File: config.mk
export PLATFORM = sky130hd
export DESIGN_NAME = indexed_ordered_list_core_flat
export DESIGN_NICKNAME = d
export VERILOG_FILES = /design/src/rtl/core/iol_pkg.sv /design/src/rtl/core/iol_if.sv /design/src/rtl/core/iol_ctrl.sv /design/src/rtl/core/iol_dpath.sv /design/src/rtl/core/indexed_ordered_list_core.sv /design/src/flat_wrapper.sv
export SDC_FILE = /design/constraint.sdc
export NUM_CORES = 1
export LEC_CHECK = 0
export BUFFER_PORTS_ARGS = -buffer_cell sky130_fd_sc_hd__clkbuf_2
export CORE_MARGIN = 2
export CORE_UTILIZATION = 40
export DETAILED_ROUTE_END_ITERATION = 16
export PLACE_DENSITY = 0.55
export SETUP_SLACK_MARGIN = 0.15
export SLEW_MARGIN = 30
export SYNTH_ARGS = -nofsm -noshare
export SYNTH_HDL_FRONTEND = slang
export SYNTH_SLANG_ARGS = --single-unit
File: constraint.sdc
create_clock -name clk -period 6.6 [get_ports clk]
set_input_delay 1.32 -clock clk [delete_from_list [all_inputs] [get_ports clk]]
set_output_delay 1.32 -clock clk [all_outputs]
set_load 0.005 [all_outputs]
File: src/rtl/core/iol_pkg.sv
// Types and constants of the indexed ordered list core.
// No dependencies; used by every other file of the block but assert_macros.svh.
package iol_pkg;

	localparam int DEPTH      = 16;
	localparam int WORD_BITS  = 32;
	localparam int IDX_BITS   = $clog2(DEPTH);
	localparam int CNT_BITS   = $clog2(DEPTH + 1);
	localparam int KIND_BITS  = 3;
	localparam int INDEX_BITS = 4;
	localparam int VALUE_BITS = 32;
	localparam int STAT_BITS  = 2;
	localparam int COUNT_BITS = 5;

	typedef logic [WORD_BITS-1:0] word_t;
	typedef logic [CNT_BITS-1:0]  cnt_t;

	typedef enum logic [KIND_BITS-1:0] {
		KIND_PUSH    = 3'd0,
		KIND_POP     = 3'd1,
		KIND_REMOVE  = 3'd2,
		KIND_INSERT  = 3'd3,
		KIND_REPLACE = 3'd4,
		KIND_GET     = 3'd5
	} kind_e_t;

	typedef enum logic [STAT_BITS-1:0] {
		STAT_OK    = 2'd0,
		STAT_RANGE = 2'd1,
		STAT_FULL  = 2'd2,
		STAT_EMPTY = 2'd3
	} status_e_t;

	typedef enum logic [2:0] {
		OP_NONE,
		OP_PUSH,
		OP_POP,
		OP_REMOVE,
		OP_INSERT,
		OP_WRITE,
		OP_READ
	} op_e_t;

	typedef enum logic {
		S_IDLE,
		S_EXEC
	} state_e_t;

	// controller -> datapath
	typedef struct packed {
		logic      load;
		logic      exec;
		op_e_t     op;
		status_e_t status;
	} ctl_cmd_t;

	// datapath -> controller
	typedef struct packed {
		kind_e_t kind;
		logic    empty;
		logic    full;
		logic    in_range;
		logic    out_busy;
	} dp_stat_t;

endpackage

File: src/rtl/core/iol_if.sv
// Request and response channel interfaces of the indexed ordered list core.
// Depends on iol_pkg.
interface iol_req_if import iol_pkg::*; ();
	logic                         valid;
	logic                         ready;
	logic [KIND_BITS-1:0]         kind;
	logic [INDEX_BITS-1:0]        index;
	logic signed [VALUE_BITS-1:0] value;

	modport source(output valid, kind, index, value, input ready);
	modport sink(input valid, kind, index, value, output ready);
endinterface

interface iol_rsp_if import iol_pkg::*; ();
	logic                         valid;
	logic                         ready;
	logic signed [VALUE_BITS-1:0] read_value;
	logic [STAT_BITS-1:0]         status;
	logic [COUNT_BITS-1:0]        count;

	modport source(output valid, read_value, status, count, input ready);
	modport sink(input valid, read_value, status, count, output ready);
endinterface

File: src/rtl/core/iol_ctrl.sv
// Controller of the indexed ordered list core: capture/execute sequencing
// and request checking. Depends on iol_pkg.
module iol_ctrl import iol_pkg::*; (
	input  logic     clk,
	input  logic     arst_n,
	input  logic     in_valid,
	output logic     in_ready,
	input  logic     out_ready,
	input  dp_stat_t stat,
	output ctl_cmd_t cmd
);

	state_e_t state_q, state_d;
	logic     out_free;

	assign out_free = !stat.out_busy || out_ready;

	always_ff @(posedge clk or negedge arst_n) begin
		if (!arst_n) begin
			state_q <= S_IDLE;
		end else begin
			state_q <= state_d;
		end
	end

	always_comb begin
		state_d = state_q;
		unique case (state_q)
			S_IDLE: begin
				if (in_valid) state_d = S_EXEC;
			end
			S_EXEC: begin
				if (out_free) state_d = S_IDLE;
			end
			default: state_d = S_IDLE;
		endcase
	end

	always_comb begin
		in_ready   = 1'b0;
		cmd.load   = 1'b0;
		cmd.exec   = 1'b0;
		cmd.op     = OP_NONE;
		cmd.status = STAT_OK;
		unique case (state_q)
			S_IDLE: begin
				in_ready = 1'b1;
				cmd.load = in_valid;
			end
			S_EXEC: begin
				cmd.exec = out_free;
				// full is checked ahead of the index on insert
				unique case (stat.kind) inside
					KIND_PUSH: begin
						if (stat.full) cmd.status = STAT_FULL;
						else           cmd.op     = OP_PUSH;
					end
					KIND_POP: begin
						if (stat.empty) cmd.status = STAT_EMPTY;
						else            cmd.op     = OP_POP;
					end
					KIND_INSERT: begin
						if (stat.full)          cmd.status = STAT_FULL;
						else if (!stat.in_range) cmd.status = STAT_RANGE;
						else                    cmd.op     = OP_INSERT;
					end
					KIND_REMOVE, KIND_REPLACE, KIND_GET: begin
						if (stat.empty)          cmd.status = STAT_EMPTY;
						else if (!stat.in_range) cmd.status = STAT_RANGE;
						else if (stat.kind == KIND_REMOVE)  cmd.op = OP_REMOVE;
						else if (stat.kind == KIND_REPLACE) cmd.op = OP_WRITE;
						else                                cmd.op = OP_READ;
					end
					default: ; // unused kinds: no change, status ok
				endcase
			end
			default: ;
		endcase
	end

endmodule

File: src/rtl/core/iol_dpath.sv
// Datapath of the indexed ordered list core: request register, shifting
// cell row, count and result register. Depends on iol_pkg.
module iol_dpath import iol_pkg::*; (
	input  logic                         clk,
	input  logic                         arst_n,
	input  ctl_cmd_t                     cmd,
	output dp_stat_t                     stat,
	input  logic [KIND_BITS-1:0]         req_kind,
	input  logic [INDEX_BITS-1:0]        req_index,
	input  logic signed [VALUE_BITS-1:0] req_value,
	input  logic                         out_ready,
	output logic                         out_valid,
	output logic signed [VALUE_BITS-1:0] read_value,
	output logic [STAT_BITS-1:0]         status,
	output logic [COUNT_BITS-1:0]        count
);

	logic [KIND_BITS-1:0]  kind_q;
	logic [INDEX_BITS-1:0] index_q;
	word_t                 value_q;
	cnt_t                  held_q;
	word_t                 cells_q [DEPTH];

	logic                  out_valid_q;
	logic [VALUE_BITS-1:0] rd_q;
	status_e_t             status_q;
	cnt_t                  idx_w;
	cnt_t                  last_w;
	logic [IDX_BITS-1:0]   rd_addr;
	word_t                 rd_word;

	always_ff @(posedge clk) begin
		if (cmd.load) begin
			kind_q  <= req_kind;
			index_q <= req_index;
			value_q <= WORD_BITS'(req_value);
		end
	end

	assign idx_w  = CNT_BITS'(index_q);
	assign last_w = held_q - cnt_t'(1);

	assign stat.kind     = kind_e_t'(kind_q);
	assign stat.empty    = (held_q == '0);
	assign stat.full     = (held_q == cnt_t'(DEPTH));
	assign stat.in_range = (idx_w < held_q);
	assign stat.out_busy = out_valid_q;

	// single read port: last word for pop, indexed word otherwise
	assign rd_addr = (cmd.op == OP_POP) ? last_w[IDX_BITS-1:0] : idx_w[IDX_BITS-1:0];
	assign rd_word = cells_q[rd_addr];

	for (genvar g = 0; g < DEPTH; g++) begin : g_cell
		localparam cnt_t POS = CNT_BITS'(g);
		word_t from_above;
		word_t from_below;

		if (g == DEPTH - 1) begin : g_top
			assign from_above = '0;
		end else begin : g_mid
			assign from_above = cells_q[g+1];
		end
		if (g == 0) begin : g_bot
			assign from_below = '0;
		end else begin : g_up
			assign from_below = cells_q[g-1];
		end

		always_ff @(posedge clk) begin
			if (cmd.exec) begin
				case (cmd.op)
					OP_PUSH: begin
						if (POS == held_q) cells_q[g] <= value_q;
					end
					OP_REMOVE: begin
						if (POS >= idx_w && POS < last_w) cells_q[g] <= from_above;
					end
					OP_INSERT: begin
						if (POS == idx_w)                       cells_q[g] <= value_q;
						else if (POS > idx_w && POS <= held_q)  cells_q[g] <= from_below;
					end
					OP_WRITE: begin
						if (POS == idx_w) cells_q[g] <= value_q;
					end
					default: ;
				endcase
			end
		end
	end

	always_ff @(posedge clk or negedge arst_n) begin
		if (!arst_n) begin
			held_q      <= '0;
			out_valid_q <= 1'b0;
		end else begin
			if (cmd.exec) begin
				out_valid_q <= 1'b1;
				case (cmd.op)
					OP_PUSH, OP_INSERT: held_q <= held_q + cnt_t'(1);
					OP_POP, OP_REMOVE:  held_q <= last_w;
					default: ;
				endcase
			end else if (out_ready) begin
				out_valid_q <= 1'b0;
			end
		end
	end

	always_ff @(posedge clk) begin
		if (cmd.exec) begin
			status_q <= cmd.status;
			rd_q     <= (cmd.op == OP_POP || cmd.op == OP_READ) ?
				VALUE_BITS'(rd_word) : '0;
		end
	end

	// held_q is registered already, so the count shown follows the update
	assign out_valid  = out_valid_q;
	assign read_value = rd_q;
	assign status     = status_q;
	assign count      = COUNT_BITS'(held_q);

endmodule

File: src/rtl/core/indexed_ordered_list_core.sv
// Top level of the indexed ordered list core.
// Depends on iol_pkg, iol_if, iol_ctrl and iol_dpath.
//
// Bounded ordered list of DEPTH signed words with push, pop, remove at index,
// insert at index (below the count), replace and get. Every request returns
// one response: the word popped or fetched (zero otherwise), a status (ok,
// index out of range, list full, list empty) and the count after the request.
// Refused requests leave the list unchanged. A request is first captured,
// then executed: the whole cell row shifts at once and the response
// register loads. The response register frees the request side: the
// next request is captured while a response still waits, and its execute
// cycle holds until that response is taken.
module indexed_ordered_list_core import iol_pkg::*; (
	input logic   clk,
	input logic   arst_n,
	iol_req_if.sink   req,
	iol_rsp_if.source rsp
);

	ctl_cmd_t cmd;
	dp_stat_t stat;

	iol_ctrl u_ctrl (
		.clk       (clk),
		.arst_n    (arst_n),
		.in_valid  (req.valid),
		.in_ready  (req.ready),
		.out_ready (rsp.ready),
		.stat      (stat),
		.cmd       (cmd)
	);

	iol_dpath u_dpath (
		.clk        (clk),
		.arst_n     (arst_n),
		.cmd        (cmd),
		.stat       (stat),
		.req_kind   (req.kind),
		.req_index  (req.index),
		.req_value  (req.value),
		.out_ready  (rsp.ready),
		.out_valid  (rsp.valid),
		.read_value (rsp.read_value),
		.status     (rsp.status),
		.count      (rsp.count)
	);

endmodule

File: src/flat_wrapper.sv
// flat-port wrapper written by rule: the top's interface ports become plain ports
module indexed_ordered_list_core_flat import iol_pkg::*;
  (clk, arst_n, req_valid, req_kind, req_index, req_value, req_ready, rsp_valid, rsp_read_value, rsp_status, rsp_count, rsp_ready);
  iol_req_if req_i ();
  iol_rsp_if rsp_i ();
  input logic clk;
  input logic arst_n;
  input wire logic [$bits(req_i.valid)-1:0] req_valid;
  input wire logic [$bits(req_i.kind)-1:0] req_kind;
  input wire logic [$bits(req_i.index)-1:0] req_index;
  input wire logic [$bits(req_i.value)-1:0] req_value;
  output wire logic [$bits(req_i.ready)-1:0] req_ready;
  output wire logic [$bits(rsp_i.valid)-1:0] rsp_valid;
  output wire logic [$bits(rsp_i.read_value)-1:0] rsp_read_value;
  output wire logic [$bits(rsp_i.status)-1:0] rsp_status;
  output wire logic [$bits(rsp_i.count)-1:0] rsp_count;
  input wire logic [$bits(rsp_i.ready)-1:0] rsp_ready;
  assign req_i.valid = req_valid;
  assign req_i.kind = req_kind;
  assign req_i.index = req_index;
  assign req_i.value = req_value;
  assign req_ready = req_i.ready;
  assign rsp_valid = rsp_i.valid;
  assign rsp_read_value = rsp_i.read_value;
  assign rsp_status = rsp_i.status;
  assign rsp_count = rsp_i.count;
  assign rsp_i.ready = rsp_ready;
  indexed_ordered_list_core u_core (.clk(clk), .arst_n(arst_n), .req(req_i), .rsp(rsp_i));
endmodule
After elaboration in Yosys (flattened, before gate mapping)
Memory sizes are Yosys's and may differ from the RTL's. A register that Yosys moved wholly into a read port is not among the register bits.
Cells that the tools add are included.
{"block": "totals", "register_bits": 48, "latchBits": 0, "ramBits": 512, "mem_bits_ro": 0, "input_bits": 43, "n_memories": 1}
{"name": "u_core.u_dpath.cells_q", "depth": 16, "width": 32, "read_ports": 17, "rd_ports_with_merged_regs": 1, "write_ports": 16, "line": "iol_dpath.sv:22", "source": "word_t cells_q [DEPTH];"}
{"block": "op_classes", "add_sub_neg": 2, "multipliers": 0, "div_mod_pow": 0, "magnitude_cmp": 65, "eq_ne": 42, "n_shift": 0, "muxes": 408, "bitwise_logic": 65, "n_reduce_logical": 45}
{"operator": "2-to-1 mux 32 bit", "n": 64}
{"operator": "2-to-1 mux 1 bit", "n": 328}
{"operator": "bitwise OR 1 bit", "n": 64}
{"operator": "== test 4 x 5 -> 1 bit, first input constant", "n": 8}
{"operator": "less-or-equal comparator 4 x 5 -> 1 bit, first input constant", "n": 8}
{"operator": "< comparator 4 x 5 -> 1 bit, first input constant", "n": 8}
{"operator": "== test 4 bit, first input constant", "n": 8}
{"operator": ">= comparator 4 bit, first input constant", "n": 8}
{"operator": "greater-than comparator 4 bit, first input constant", "n": 8}
{"operator": "logical AND 1 bit", "n": 32}
{"operator": "== test 3 x 5 -> 1 bit, first input constant", "n": 4}
{"operator": "less-or-equal comparator 3 x 5 -> 1 bit, first input constant", "n": 4}
{"operator": "< comparator 3 x 5 -> 1 bit, first input constant", "n": 4}
{"operator": "case mux 5 bit (4 select lines)", "n": 1}
{"operator": "== test 3 x 4 -> 1 bit, first input constant", "n": 4}
{"operator": ">= comparator 3 x 4 -> 1 bit, first input constant", "n": 4}
{"operator": "greater-than comparator 3 x 4 -> 1 bit, first input constant", "n": 4}
{"operator": "== test 3 bit, second input constant", "n": 5}
{"operator": "2-to-1 mux 3 bit", "n": 5}
{"operator": "== test 3 x 2 -> 1 bit, second input constant", "n": 4}
{"operator": "2-to-1 mux 2 bit", "n": 6}
{"operator": "== test 2 x 5 -> 1 bit, first input constant", "n": 2}
{"operator": "less-or-equal comparator 1 x 5 -> 1 bit, first input constant", "n": 2}
{"operator": "less-or-equal comparator 2 x 5 -> 1 bit, first input constant", "n": 2}
{"operator": "other kinds (27)", "n": 40}

Logic depth before layout (Yosys ltp)
Gate-level depths: netlist of the first run.
{"block": "depth", "ltp_word": 15, "depth_mapped": 15, "ltp_nobuf": 9}

Cells and area by module
Synthesis of the first run repeated with hierarchy kept, for this count alone.
{"block": "unflattened", "cells_unflattened": 3436, "area_unflattened_um2": 33206.8}
{"module": "iol_dpath", "instances": 1, "cells_each": 3404, "area_each_um2": 32931.6, "seq_area_each_um2": 17717.0}
{"module": "iol_ctrl", "instances": 1, "cells_each": 32, "area_each_um2": 275.3, "seq_area_each_um2": 25.0}

Least setup slack after synthesis of the first run
OpenSTA, ideal clock, no wires.
{"block": "synth_path", "path_kind": "input-to-reg", "from": "in rsp_ready", "to": "mem u_core.u_dpath.cells_q[5][0] (netlist name), enable pin", "arrival_time_ns": 4.700, "slack_ns": 1.464, "cell_stages": 8, "path_cell_list": "nand2b_1 -> nand2_1 -> clkinv_1 -> nand2_1 -> a211oi_1 -> and3_1 -> inv_1 -> o221ai_1"}
{"element": "from (decl)", "line": "flat_wrapper.sv:17", "source": "input wire logic [$bits(rsp_i.ready)-1:0] rsp_ready;"}
{"element": "to (decl)", "line": "iol_dpath.sv:22"}

==> summary.md, run 1 <==
| Metric | Value |
|---|---|
| Violation count after the first detailed-route iteration | `3921` |
| Post-synth EDFFs | `585` |
| Global placer's final weighted congestion | `0.880` |
| Leakage dissipation | `11.8 nW` |
| Vias in the first global route | `26410` |
| Mapped Area | `31000 um2` |
| Root buffer cell | `clkbuf_16` |
| Final setup TNS | `0 ns` |
| # nets final | `2848` |
| Mapped Nets | `2912` |
| Number of buffers added to fix hold violations after cts | `0` |
| Fmax | `183 MHz` |
| Synthesized netlist cell count | `2861` |
| Number of flip-flops and latches in the synthesized netlist | `592` |
| Worst clock skew | `0.0307 ns` |
| Share of the yosys chip area belonging to registers | `57.3%` |
| Latest clock arrival within the worst-skew pair | `0.64 ns` |
| Mean number of vias per cell | `6.96` |
| Run status | `finished, final reports clean` |
| Share of layout cells above drive strength 1 | `12.9%` |
| Number of violations of the max-capacitance limit | `0` |
| Count of synthesis-stage warnings from yosys | `0` |
| Crit path required time | `6.86 ns` |
| # clock sinks | `592` |
| TritonCTS buffer count | `72` |
| Final number of setup-violating endpoints | `0` |
| Async SR Flop Fraction | `1.18%` |
| Worst hold path type | `input pin to async pin` |
| Quantity of gates resized following cts | `0` |
| Final hold violation count | `0` |
| Area of the multi-input gates | `12100 um2` |
| Unrepaired setup endpoints after global routing | `false` |
| Via count | `27084` |
| Max FO, Critical Path | `33` |
| Setup Crit Path Kind | `flop to flop` |
| Slew Limit Fails | `0` |
| Nature of the critical path startpoint | `flop` |
| Power density over the cells | `334 nW/um2` |
| Fin crit period | `5.45 ns` |
| Crit end category | `flop` |
| Period utilization | `82.6%` |
| Worst slew pin tran | `0.979 ns` |
| Initial cell density of the core | `40.2%` |
| Max H-tree Level | `3` |
| Clock tree from TritonCTS | `done` |
| CTS clk-pin slew, worst paths | `0.06 ns` |
| Number of input and output port buffers inserted | `83` |
| Sequential cell area | `17700 um2` |
| Area added between synthesis and finish | `12.2%` |
| Max IR drop VDD | `0.000240 V` |
| Fillcell total | `7229` |
| Initial antenna violation count | `2` |
| DRC violations left | `0` |
| Ant. Diodes | `0` |
| Antenna-violating nets left | `0` |
| CP Data Arrival Time | `5.71 ns` |
| Worst Setup SP | `u_core.u_dpath.count[0]$_DFFE_PN0P_` |
| Leading register cell type out of synthesis | `edfxtp_1` |
| Post-CTS repair timing setup buffer count | `0` |
| Total I/O pin count | `84` |
| Routed WL per cell | `31.9 um` |
| Clk buf depth | `3` |
| Hold Worst Slack | `0.537 ns` |
| Residual overflow from global routing | `0` |
| Core Area | `77100 um2` |
| Avg Inst Size Synth | `10.8 um2` |
| Pin count of the biggest net entering global routing | `66` |
| Launching point of the worst reg2reg path | `u_core.u_dpath.count[0]$_DFFE_PN0P_` |
| Std-Cell Rows | `102` |
| Global-route wire length before repair | `180000 um` |
| First-pass detailed-route iteration total | `6` |
| Final core utilization | `45.1%` |
| Height of the chip | `282 um` |
| Cell variety after synth | `77` |
| Total global-route track usage | `30.7%` |
| Horizontal extent of the die | `282 um` |
| Max-slew headroom at the worst pin | `34.7%` |
| Die ar. | `79600 um2` |
| DRT Wirelength | `124000 um` |
| Hpwl dp | `70600 um` |
==> cell usage after synthesis (17+ instances only) <==
library cell | number | share of area (%)
edfxtp_1 | 585 | 57
o22ai_1 | 397 | 8.0
nand2_1 | 378 | 4.6
a21oi_1 | 307 | 5.0
clkbuf_1 | 220 | 2.7
a31oi_1 | 136 | 2.7
nand3_1 | 119 | 1.9
mux2i_1 | 96 | 3.1
a32oi_1 | 49 | 1.4
nor3_1 | 49 | 0.79
buf_2 | 46 | 0.74
inv_1 | 43 | 0.52
nor2_1 | 42 | 0.51
o21ai_0 | 40 | 0.65
a22o_1 | 33 | 0.93
a221o_1 | 32 | 1.0
a2bb2oi_1 | 32 | 0.91
buf_1 | 23 | 0.28
a221oi_1 | 17 | 0.48
==> power by group <==
group | switching [W] | internal, W | total (W) | leakage (nW)
Combinational | 0.00198 | 0.000923 | 0.00291 | 5.30
Sequential | 0.000302 | 0.00457 | 0.00488 | 5.39
Clock | 0.00167 | 0.00217 | 0.00384 | 1.08
Total | 0.00395 | 0.00766 | 0.0116 | 11.8
==> state kept, by name (all words and copies together) (netlist names) <==
name,cells
u_core.u_dpath.cells_q,512
u_core.u_dpath.read_value,32
u_core.u_dpath.value_q,32
u_core.u_dpath.count,5
u_core.u_dpath.index_q,4
u_core.u_dpath.kind_q,3
u_core.u_dpath.status,2
u_core.u_ctrl.state_q,1
u_core.u_dpath.out_valid,1
==> placed cells by master (no fill, tap or decap), types with 12 or more instances in the layout <==
cell,count
nand2_1,373
clkinv_2,13
a221oi_1,17
clkbuf_16,73
clkbuf_2,83
nand3_1,113
a31oi_1,135
a2bb2oi_1,32
nor2_1,42
nor3_1,48
edfxtp_1,585
mux2i_1,94
clkbuf_1,15
clkinv_1,16
buf_12,12
buf_4,69
o21ai_0,40
a21oi_1,307
a32oi_1,49
mux4_2,16
inv_1,43
o21ai_1,16
o22ai_1,396
a221o_1,32
a22o_1,33
==> worst paths after layout <==
kind / endpoint / slack (ns) / cells after the start
hold / removal: u_core.u_dpath.out_valid$_DFFE_PN0P_ / 0.54 / 1
max in group asynchronous: u_core.u_dpath.count[4]$_DFFE_PN0P_ / 5.85 / 1
setup reg to reg: u_core.u_dpath.cells_q[13][25]$_DFFE_PP_ / 1.15 / 9
min in group clk: u_core.u_dpath.out_valid$_DFFE_PN0P_ / 0.58 / 2
hold reg to reg: u_core.u_dpath.out_valid$_DFFE_PN0P_ / 0.58 / 2
setup / recovery: u_core.u_dpath.cells_q[13][25]$_DFFE_PP_ / 1.15 / 9
==> per-stage QoR <==
step / instances / total power [W] / worst slack (ns) / instance area, um2
global route: 3894 / 0.0120 / 0.944 / 34700
detailed placement: 3763 / 0.00779 / 1.23 / 32500
global placement: 3760 / 0.00776 / 1.38 / 32400
CTS: 3894 / 0.0116 / 1.18 / 34700
floorplan: 2861 / 0.00659 / 1.46 / 31000
finish: 3894 / 0.0116 / 1.15 / 34700
==> cell families (layout without fill, tap and decap cells) <==
logic type,Yosys count,in the layout,share of synthesized area (%)
mux,117,117,4.46
compound gates,1121,1121,23.3
fa+ha+maj,8,8,0.323
xor+xnor,8,8,0.226
buf+inv,349,342,4.72
flops,592,592,57.3
simple gates,666,666,9.72
==> area by class of cell <==
class | instances | share of cell area (%)
clock buffers | 88 | 5.42
inverters | 44 | 0.475
clock inverters | 43 | 0.990
flip-flops and latches | 592 | 51.1
repair buffers | 167 | 3.50
well taps | 1040 | 3.74
multi-input cells | 1920 | 34.8
==> metal layers <==
metal | global-route usage, % | share of wire, %
met5 | 0 | 0
met4 | 13.1 | 4.4
met3 | 6.67 | 11
met2 | 47.4 | 45
met1 | 41.8 | 40
==> worst max-delay path: stages, from the launching register on <==
cell	delay, ns
dfrtp_1	0.71
inv_1	0.28
ha_1	0.39
or4b_1	0.38
nand3_1	0.44
a21o_1	0.47
or4_2	1.20
and2_4	0.54
o221ai_4	0.11
buf_4	0.51
No activity file was read; power rests on OpenSTA's default activity.
==> run 2, diff against run 1 <==
==> constraint.sdc (replaced) <==
create_clock -name clk -period 5.1 [get_ports clk]
set_input_delay 1.02 -clock clk [delete_from_list [all_inputs] [get_ports clk]]
set_output_delay 1.02 -clock clk [all_outputs]
set_load 0.005 [all_outputs]
==> summary.md, run 2 (same netlist as run 1, synthesis figures left out) <==
| Metric | Value |
|---|---|
| Total global-route track usage | `31.3%` |
| Global-route wire length before repair | `181000 um` |
| # clock sinks | `592` |
| Cell count of the worst reg-to-reg path | `10` |
| Crit end category | `flop` |
| CTS clk-pin slew, worst paths | `0.06 ns` |
| Horizontal extent of the die | `282 um` |
| # nets final | `2876` |
| Clock tree from TritonCTS | `done` |
| TritonCTS buffer count | `70` |
| Most frequent cells in the layout | `edfxtp_1, o22ai_1, nand2_1` |
| CP Data Arrival Time | `4.93 ns` |
| Violation count after the first detailed-route iteration | `4596` |
| Nature of the critical path startpoint | `flop` |
| Setup Crit Path Kind | `flop to flop` |
| Ant. Diodes | `0` |
| Routed WL per cell | `32.3 um` |
| Sum of met2 wire segment lengths after detailed routing | `55800 um` |
| Die ar. | `79600 um2` |
| Worst setup slack after layout | `0.513 ns` |
| Root buffer cell | `clkbuf_16` |
| Max IR drop VDD | `0.000337 V` |
| Worst hold path type | `input pin to async pin` |
| Number of input and output port buffers inserted | `83` |
| Vias in the first global route | `26179` |
| Antenna-violating nets left | `0` |
| Period utilization | `89.9%` |
| Final core utilization | `45.7%` |
| Number of buffers added to fix hold violations after cts | `0` |
| Most flop-heavy register | `u_core.u_dpath.cells_q` |
| Fmax | `218 MHz` |
| Crit path required time | `5.44 ns` |
| Fin crit period | `4.59 ns` |
| Pin count of the biggest net entering global routing | `66` |
| Routed length on met1 | `48800 um` |
| Worst clock skew | `0.0288 ns` |
| Fillcell total | `7118` |
| Via count | `27399` |
| Max-slew headroom at the worst pin | `31.0%` |
| Mean number of vias per cell | `6.98` |
| Launching point of the worst reg2reg path | `u_core.u_dpath.count[1]$_DFFE_PN0P_` |
| Total I/O pin count | `84` |
| Run status | `finished, final reports clean` |
| Final number of setup-violating endpoints | `0` |
| Share of layout cells above drive strength 1 | `13.8%` |
| Slew Limit Fails | `0` |
| Final setup TNS | `0 ns` |
| Power density over the cells | `436 nW/um2` |
| Max FO, Critical Path | `33` |
| Post-CTS repair timing setup buffer count | `0` |
| Top Metal Used | `met4` |
| Global placer's final weighted congestion | `0.887` |
| DRC violations left | `0` |
| Worst slew pin tran | `1.03 ns` |
| Hpwl dp | `70800 um` |
| Initial cell density of the core | `40.2%` |
| Std-Cell Rows | `102` |
| Final hold violation count | `0` |
| Max H-tree Level | `3` |
| Clk buf depth | `3` |
| Area added between synthesis and finish | `13.8%` |
| Core Area | `77100 um2` |
| Met3 layer wire length in the routed design | `15900 um` |
| Height of the chip | `282 um` |
| Dpl ws | `0.560 ns` |
| Post-Place Cells | `3793` |
| Number of violations of the max-capacitance limit | `0` |
| Hold Worst Slack | `0.248 ns` |
| Unrepaired setup endpoints after global routing | `false` |
| Leakage dissipation | `12.0 nW` |
| Flop2flop setup slack | `0.51 ns` |
| Residual overflow from global routing | `0` |
| Max reg flops | `512` |
| Quantity of gates resized following cts | `0` |
| Area of the multi-input gates | `12100 um2` |
| DRT Wirelength | `127000 um` |
| Sequential cell area | `17700 um2` |
| Capturing point of the worst reg2reg path | `u_core.u_dpath.cells_q[2][13]$_DFFE_PP_` |
| First-pass detailed-route iteration total | `8` |
| Initial antenna violation count | `0` |
| Most common cell after layout, fill and taps aside | `edfxtp_1` |
| Latest clock arrival within the worst-skew pair | `0.63 ns` |
| Non-filler cells, final | `3923` |
==> run 2: cell types whose count changed in the layout (fill, tap and decap cells not counted), moves of 3 or more <==
cell and change:
clkinvlp_4 -4, buf_12 +14, bufinv_16 +8, clkinv_2 -3
buf_4 +19
==> run 2: how the worst max path moves through the flow <==
stage                                         from                                         end  slack [ns]
6_report       u_core.u_dpath.count[1]$_DFFE_PN0P_     u_core.u_dpath.cells_q[2][13]$_DFFE_PP_        0.51
5_1_grt        u_core.u_dpath.count[1]$_DFFE_PN0P_     u_core.u_dpath.cells_q[2][18]$_DFFE_PP_        0.24
4_1_cts        u_core.u_dpath.count[1]$_DFFE_PN0P_      u_core.u_dpath.cells_q[2][9]$_DFFE_PP_        0.54
3_5_place_dp   u_core.u_dpath.count[1]$_DFFE_PN0P_      u_core.u_dpath.cells_q[2][5]$_DFFE_PP_        0.56
3_3_place_gp   u_core.u_dpath.count[1]$_DFFE_PN0P_  u_core.u_dpath.read_value[4]$_SDFFCE_PN0P_        0.74
2_1_floorplan                            rsp_ready      u_core.u_dpath.cells_q[5][0]$_DFFE_PP_        0.26
==> run 2: metrics by stage <==
step / power [W] / cell area, um2
2_1_floorplan: 0.00852 / 31000
3_3_place_gp: 0.0100 / 32900
3_5_place_dp: 0.0101 / 32900
4_1_cts: 0.0153 / 35200
5_1_grt: 0.0159 / 35200
6_report: 0.0154 / 35200
==> run 2: routing by layer <==
metal | GRT usage, % | vias up
met5 | 0 | -
met4 | 13.9 | 0
met3 | 7.95 | 385
met2 | 47.6 | 2151
met1 | 42.2 | 13531
li1 | - | 11332
==> run 2: worst max-delay path, stage by stage (launching register included) <==
cell,delay [ns]
dfrtp_1,0.49
inv_1,0.25
ha_1,0.35
or4b_1,0.63
nand3_1,0.42
a21oi_1,0.17
nand4_1,0.17
buf_4,0.48
and2_2,0.86
nand2_2,0.12
buf_4,0.30
==> run 2: layout make-up <==
type	count	area share, %
Timing Repair Buffer	197	4.53
Clock inverter	42	1.49
Multi-Input combinational cell	1920	34.2
Sequential cell	592	50.3
Tap cell	1040	3.69
Clock buffer	88	5.25
Inverter	44	0.469
==> run 2: power breakdown <==
part           internal [W]  switching, W  total, W
Clock               0.00315       0.00214   0.00529
Sequential          0.00591      0.000241   0.00615
Combinational       0.00126       0.00265   0.00391
Total                0.0103       0.00503    0.0154
